`src/rtl/tle_pkg.sv`:
```
// Package for the tone table editor: widths, command codes, shared types and functions.
// No dependencies.
package tle_pkg;
    localparam int TableDepth = 256;
    localparam int EntryBits = 12;
    localparam int AddrBits = 8;
    localparam int FactorBits = 24;
    localparam int Lanes = 3;

    typedef logic signed [EntryBits-1:0] entry_t;

    typedef enum logic [2:0] {
        CMD_APPLY     = 3'd0,
        CMD_RESET     = 3'd1,
        CMD_BRIGHTEN  = 3'd2,
        CMD_DARKEN    = 3'd3,
        CMD_INVERT    = 3'd4,
        CMD_THRESHOLD = 3'd5,
        CMD_CON_UP    = 3'd6,
        CMD_CON_DOWN  = 3'd7
    } cmd_t;

    function automatic logic [7:0] clamp_byte(input entry_t v);
        logic [7:0] r;
        if (v < 0) r = 8'd0;
        else if (v > entry_t'(255)) r = 8'd255;
        else r = v[7:0];
        return r;
    endfunction

    function automatic entry_t sat_entry(input logic signed [EntryBits+1:0] v);
        entry_t r;
        if (v > (EntryBits+2)'(2**(EntryBits-1)-1)) r = {1'b0, {(EntryBits-1){1'b1}}};
        else if (v < -(EntryBits+2)'(2**(EntryBits-1))) r = {1'b1, {(EntryBits-1){1'b0}}};
        else r = v[EntryBits-1:0];
        return r;
    endfunction
endpackage

```
`src/rtl/tle_divider.sv`:
```
// Restoring divider, one quotient bit per cycle, for the contrast factor.
// Depends on tle_pkg.
module tle_divider (
    input  logic                            aclk,
    input  logic                            aresetn,
    input  logic                            start,
    input  logic [41:0]                     num,
    input  logic [17:0]                     den,
    output logic                            done,
    output logic [tle_pkg::FactorBits-1:0]  quot
);
    logic [41:0] q_reg;
    logic [18:0] rem_reg;
    logic [5:0]  cnt_reg;
    logic        busy_reg;
    logic [17:0] den_reg;
    logic [18:0] trial;

    assign trial = {rem_reg[17:0], q_reg[41]};

    always_ff @(posedge aclk) begin
        if (!aresetn) begin
            busy_reg <= 1'b0;
            done     <= 1'b0;
            cnt_reg  <= '0;
        end else begin
            done <= 1'b0;
            if (start) begin
                busy_reg <= 1'b1;
                q_reg    <= num;
                rem_reg  <= '0;
                den_reg  <= den;
                cnt_reg  <= 6'd42;
            end else if (busy_reg) begin
                if (trial >= {1'b0, den_reg}) begin
                    rem_reg <= trial - {1'b0, den_reg};
                    q_reg   <= {q_reg[40:0], 1'b1};
                end else begin
                    rem_reg <= trial;
                    q_reg   <= {q_reg[40:0], 1'b0};
                end
                cnt_reg <= cnt_reg - 6'd1;
                if (cnt_reg == 6'd1) begin
                    busy_reg <= 1'b0;
                    done     <= 1'b1;
                end
            end
        end
    end

    assign quot = q_reg[tle_pkg::FactorBits-1:0];
endmodule

```
`config.mk`:
```
export PLATFORM = sky130hd
export DESIGN_NAME = tle_divider
export DESIGN_NICKNAME = d
export VERILOG_FILES = /design/src/rtl/tle_pkg.sv /design/src/rtl/tle_divider.sv
export SDC_FILE = /design/constraint.sdc
export NUM_CORES = 1
export LEC_CHECK = 0
export BUFFER_PORTS_ARGS = -buffer_cell sky130_fd_sc_hd__buf_2
export CORE_MARGIN = 1.5
export CORE_UTILIZATION = 30
export DETAILED_ROUTE_END_ITERATION = 10
export GPL_ROUTABILITY_DRIVEN = 0
export PLACE_DENSITY = 0.47
export SYNTH_ARGS = -nofsm -noshare
export SYNTH_HDL_FRONTEND = slang
export SYNTH_SLANG_ARGS = --single-unit
export TNS_END_PERCENT = 30
```
`constraint.sdc`:
```
create_clock -name aclk -period 3.54 [get_ports aclk]
set_input_delay 0.354 -clock aclk [delete_from_list [all_inputs] [get_ports aclk]]
set_output_delay 0.354 -clock aclk [all_outputs]
set_load 0.02 [all_outputs]
```
==> Word level (Yosys, flattened, before mapping) <==
Index checks and enable logic that the tools add are counted.
{ "classes": {"n_bitwise": 2, "reduce_logical": 5, "mul": 0, "n_eq_ne": 1, "shift": 0, "addsub": 2, "mux": 11, "order_cmp": 1, "div_mod_pow": 0} }
{ "ops": {"columns": ["operator", "count"], "rows": [
  ["$mux 42", 2],
  ["$mux 18", 2],
  ["$ge 19x18->1", 1],
  ["$sub 18x18->18", 1],
  ["$mux 6", 2],
  ["$eq 6x1->1 const B", 1],
  ["$sub 6x1->6 const B", 1],
  ["$mux 1", 5],
  ["$reduce_and 2->1", 2],
  ["$reduce_or 3->1", 1],
  ["$not 1->1", 2],
  ["$reduce_bool 2->1", 1],
  ["$reduce_or 2->1", 1]
]} }
{ "word_totals": {"latch_bits": 0, "input_bits": 63, "memories": 0, "ff_bits": 86, "romBits": 0, "ram_bits": 0, "word_cells": 29} }

==> Depth between registers and ports, before layout <==
{ "depth": {"ltp_word": 4, "mapped_depth": 11} }

==> Worst setup path after synthesis <==
OpenSTA, ideal clock, no wires.
{ "synth_path": {"path_type": "input-to-reg", "startpoint": "input port start", "endpoint": "register q_reg[0] (enable)", "cell_stages": 2, "path_buffers": 1, "setup_time_ns": 0.423, "t_arrival_ns": 2.039, "setup_slack_ns": 1.078, "t_required_ns": 3.117, "cell_sequence": "clkbuf_1 o21a_1"} }
{ "synth_between": {"elab_chain_cells": 2} }
{ "synth_rtl": {"columns": ["element", "line", "text"], "rows": [
  ["start, declared", "tle_divider.sv:6", "input logic start,"],
  ["$reduce_bool 2->1 (no source line)", null, null],
  ["$reduce_and 2->1 (no source line)", null, null],
  ["end signal, assigned", "tle_divider.sv:30", "q_reg <= num;"],
  ["end signal, assigned", "tle_divider.sv:37", "q_reg <= {q_reg[40:0], 1'b1};"],
  ["end signal, assigned", "tle_divider.sv:40", "q_reg <= {q_reg[40:0], 1'b0};"],
  ["end, declared", "tle_divider.sv:12", "logic [41:0] q_reg;"]
]} }
Every way passes these cells.
A chain may end at the register's enable or synchronous reset.

==> Worst setup path in the final report <==
{ "layout_path": {"startpoint": "register rem_reg[13]", "endpoint": "register rem_reg[15], data pin"} }
{ "layout_between": {"elab_chain_cells": 3, "elab_cells_between_ends": 4} }
{ "layout_rtl": {"columns": ["element", "line", "text"], "rows": [
  ["start, declared", "tle_divider.sv:13", "logic [18:0] rem_reg;"],
  ["start signal, assigned", "tle_divider.sv:36", "rem_reg <= trial - {1'b0, den_reg};"],
  ["start signal, assigned", "tle_divider.sv:39", "rem_reg <= trial;"],
  ["$sub 18x18->18 / $ge 19x18->1 (equally long branches)", "tle_divider.sv:36, tle_divider.sv:35", null],
  ["$mux 18 (*)", "tle_divider.sv:35", "if (trial >= {1'b0, den_reg}) begin"],
  ["$mux 18 (*)", "tle_divider.sv:34", "end else if (busy_reg) begin"]
]} }
Every way passes the cells marked *; elsewhere a longest branch is shown, timed or not. The select of a mux whose other input is x is not followed.

==> impl_metrics.sql <==
INSERT INTO impl_metrics (metric_group, metric, value, unit) VALUES
('logic_synthesis', 'synth_area_leaders', 'sky130_fd_sc_hd__edfxtp_1, sky130_fd_sc_hd__mux2_2, sky130_fd_sc_hd__ha_1', ''),
('logic_synthesis', 'synth_largest_type_area_fraction', '0.499', ''),
('sta', 'worst_margin_slew', '0.954', 'ns'),
('power', 'cellLeakagePower', '2.16', 'nW'),
('cts', 'cts.sinks', '86', ''),
('drt', 'post_drt_via_cell_ratio', '4.64', ''),
('logic_synthesis', 'post_synth_fa_ha_maj_area_fraction', '0.0576', ''),
('outcome', 'outcome', 'complete, no violations', ''),
('logic_synthesis', 'synth-seq-cells', '86', ''),
('power', 'p_sw_frac', '0.280', ''),
('sta', 'setup_viol_count_final', '0', ''),
('logic_synthesis', 'synth.net_count', '479', ''),
('power', 'cellInternalPower', '0.00199', 'W'),
('logic_synthesis', 'synth_ff_type', 'sky130_fd_sc_hd__edfxtp_1', ''),
('cts', 'worst_skew_pair_later_pin_latency', '0.35', 'ns'),
('power', 'ir_worst_vdd', '0.000276', 'V'),
('logic_synthesis', 'synth_most_common_cell', 'sky130_fd_sc_hd__edfxtp_1', ''),
('layout', 'synthToLayoutAreaGrowth', '16.6', '%'),
('global_route', 'gr-total-overflow', '0', ''),
('power', 'power_switching', '0.000774', 'W'),
('logic_synthesis', 'synth-edff-count', '78', ''),
('critical_path', 'worst_setup_path_category', 'register to register', ''),
('power', 'clkPwrFrac', '0.357', ''),
('logic_synthesis', 'synth_xor_area_frac', '0.0261', ''),
('critical_path', 'critPathRequiredTime', '3.63', 'ns'),
('critical_path', 'crit_fanout', '11', ''),
('min_path', 'hold_path_class', 'input pin to register', ''),
('cts', 'hold_buffers', '0', ''),
('logic_synthesis', 'yosys-mux-area-fraction', '0.101', ''),
('drt', 'wl_per_instance', '14.7', 'um'),
('cts', 'cts_repair_resize_count', '0', ''),
('critical_path', 'critical_path_cell_by_cell', 'ha_1 -> a21oi_1 -> o21ai_0 -> a41oi_1 -> nand3_1 -> buf_4 -> o2111ai_1 -> a21oi_1', ''),
('drt', 'route.antenna.remaining_nets', '0', ''),
('die', 'top_level_ports', '88', ''),
('drt', 'dr_total_vias', '3135', ''),
('sta', 'final.min_clock_period', '2.70', 'ns'),
('cts', 'root_buffer', 'sky130_fd_sc_hd__clkbuf_16', ''),
('sta', 'final.setup_skew', '0.00927', 'ns'),
('sta', 'max_freq', '0.370', 'GHz'),
('die', 'die_area', '16400', 'sq um'),
('sta', 'slew_violations', '0', ''),
('layout', 'finalNetCount', '543', ''),
('power', 'power_density', '506', 'nW/um^2'),
('placed_design', 'place_hpwl', '7.03', 'mm'),
('logic_synthesis', 'seq_area_frac_synth', '0.533', ''),
('die', 'core-area', '15300', 'sq um'),
('critical_path', 'critical_path_source_type', 'register', ''),
('critical_path', 'dominant_cell_type_by_count_on_the_critical_path', 'sky130_fd_sc_hd__a21oi_1', ''),
('logic_synthesis', 'fraction_of_the_mapped_netlist_area_in_simple_logic_gates', '0.0886', ''),
('cts', 'cts_buffers', '9', ''),
('sta', 'max_slew_margin', '0.364', ''),
('logic_synthesis', 'syn-cell-area', '4690', 'sq um'),
('cts', 'post_cts_buffers', '0', ''),
('sta', 'fin_worst_hold_slack', '0.179', 'ns'),
('placed_design', 'portbufs', '87', ''),
('cts', 'clock_tree.htree_level_count', '3', ''),
('layout', 'largest_register_ffs', '42', ''),
('sta', 'rsz_0062_raised_after_global_routing', 'false', ''),
('logic_synthesis', 'largest_family_of_logic_cells_by_synthesized_area', 'compound AO/OA/AOI/OAI gates', ''),
('global_route', 'grt_util_all_layers', '0.132', ''),
('die', 'floorplan.die.width', '128', 'um'),
('drt', 'first_iter_violations', '124', ''),
('power', 'power_frac_seq', '0.448', ''),
('logic_synthesis', 'syn_area_per_cell', '11.9', 'sq um'),
('global_route', 'grt_max_degree', '53', ''),
('sta', 'finalHoldViolCount', '0', ''),
('logic_synthesis', 'yosys.cell_types.count', '51', ''),
('die', 'initial_core_util', '0.307', ''),
('drt', 'firstDrtPassIters', '4', ''),
('logic_synthesis', 'synth-compound-area-share', '0.118', ''),
('layout', 'n_fill_cell', '1548', '');
-- layout make-up --
| cell class | count | area, sq um | area share |
|---|---|---|---|
| inverter | 27 | 101 | 0.0185 |
| clock buffer | 9 | 225 | 0.0412 |
| sequential | 86 | 2500 | 0.457 |
| timing repair buffer | 91 | 465 | 0.0851 |
| clock inverter | 7 | 78.8 | 0.0144 |
| multi-input combinational | 244 | 1830 | 0.335 |
| tap | 211 | 264 | 0.0483 |
-- metal layers --
layer  vias to the layer above  GRT usage  routed length (um)
li1                       1557          -                   -
met1                      1483      0.166                4580
met2                        81      0.202                4450
met3                        14     0.0609                 763
met4                         0     0.0383                 148
met5                         -          0                   0
-- worst paths after layout --
check,startpoint,to,cells after the start
hold / removal,den[3],den_reg[3],1
setup / recovery,rem_reg[13],rem_reg[15],8
hold reg to reg,q_reg[37],q_reg[38],1
setup reg to reg,rem_reg[13],rem_reg[15],8
-- placed cells by master (no fill, tap or decap), types with 3 or more instances in the layout --
cell and instances:
sky130_fd_sc_hd__a211oi_1 5, sky130_fd_sc_hd__a21boi_0 5, sky130_fd_sc_hd__a21o_1 3, sky130_fd_sc_hd__a21oi_1 31
sky130_fd_sc_hd__and2_1 4, sky130_fd_sc_hd__buf_2 87, sky130_fd_sc_hd__buf_4 4, sky130_fd_sc_hd__clkbuf_16 9
sky130_fd_sc_hd__dfxtp_1 8, sky130_fd_sc_hd__edfxtp_1 78, sky130_fd_sc_hd__ha_1 20, sky130_fd_sc_hd__inv_1 27
sky130_fd_sc_hd__inv_6 3, sky130_fd_sc_hd__mux2_2 42, sky130_fd_sc_hd__nand2_1 37, sky130_fd_sc_hd__nand3_1 8
sky130_fd_sc_hd__nor2_1 10, sky130_fd_sc_hd__nor3_1 5, sky130_fd_sc_hd__o2111ai_1 3, sky130_fd_sc_hd__o211ai_1 6
sky130_fd_sc_hd__o21a_1 4, sky130_fd_sc_hd__o21ai_0 12, sky130_fd_sc_hd__or3_1 5, sky130_fd_sc_hd__xnor2_1 9
sky130_fd_sc_hd__xor2_1 5
-- power by group through the flow --
stage | sequential, W | clock [W] | combinational [W]
3_5_place_dp | 0.00126 | 0 | 0.000544
6_report | 0.00124 | 0.000987 | 0.000538
4_1_cts | 0.00124 | 0.00103 | 0.000546
5_1_grt | 0.00125 | 0.00106 | 0.000611
3_3_place_gp | 0.00126 | 0 | 0.000542
2_1_floorplan | 0.00125 | 0 | 0.000431
-- metrics by stage --
stage	setup slack, ns	total power, W	instance area (sq um)	std cells	util
floorplan	1.08	0.00168	4690	395	-
global placement	0.910	0.00180	5170	659	0.339
detailed placement	0.825	0.00181	5170	659	0.339
CTS	0.839	0.00281	5470	675	0.359
global route	0.586	0.00292	5470	675	0.359
finish	0.836	0.00277	5470	675	0.359
-- critical path, delay by kind of cell, from the launching register on --
| family | cells | cell delay, ns |
|---|---|---|
| DFF | 1 | 0.40 |
| adders and majority gates | 1 | 0.40 |
| buffers and inverters | 1 | 0.32 |
| AOI/OAI and AO/OA | 5 | 0.96 |
| and+or+nand+nor | 1 | 0.38 |
-- cells by family after synthesis --
logic type	after synthesis
AO/OA/AOI/OAI	82
XOR/XNOR	14
adder cells (fa/ha/maj)	21
buffers and inverters	65
flip-flops	86
multiplexers	42
AND/OR/NAND/NOR	85
Power figures use the tool's default switching activity.
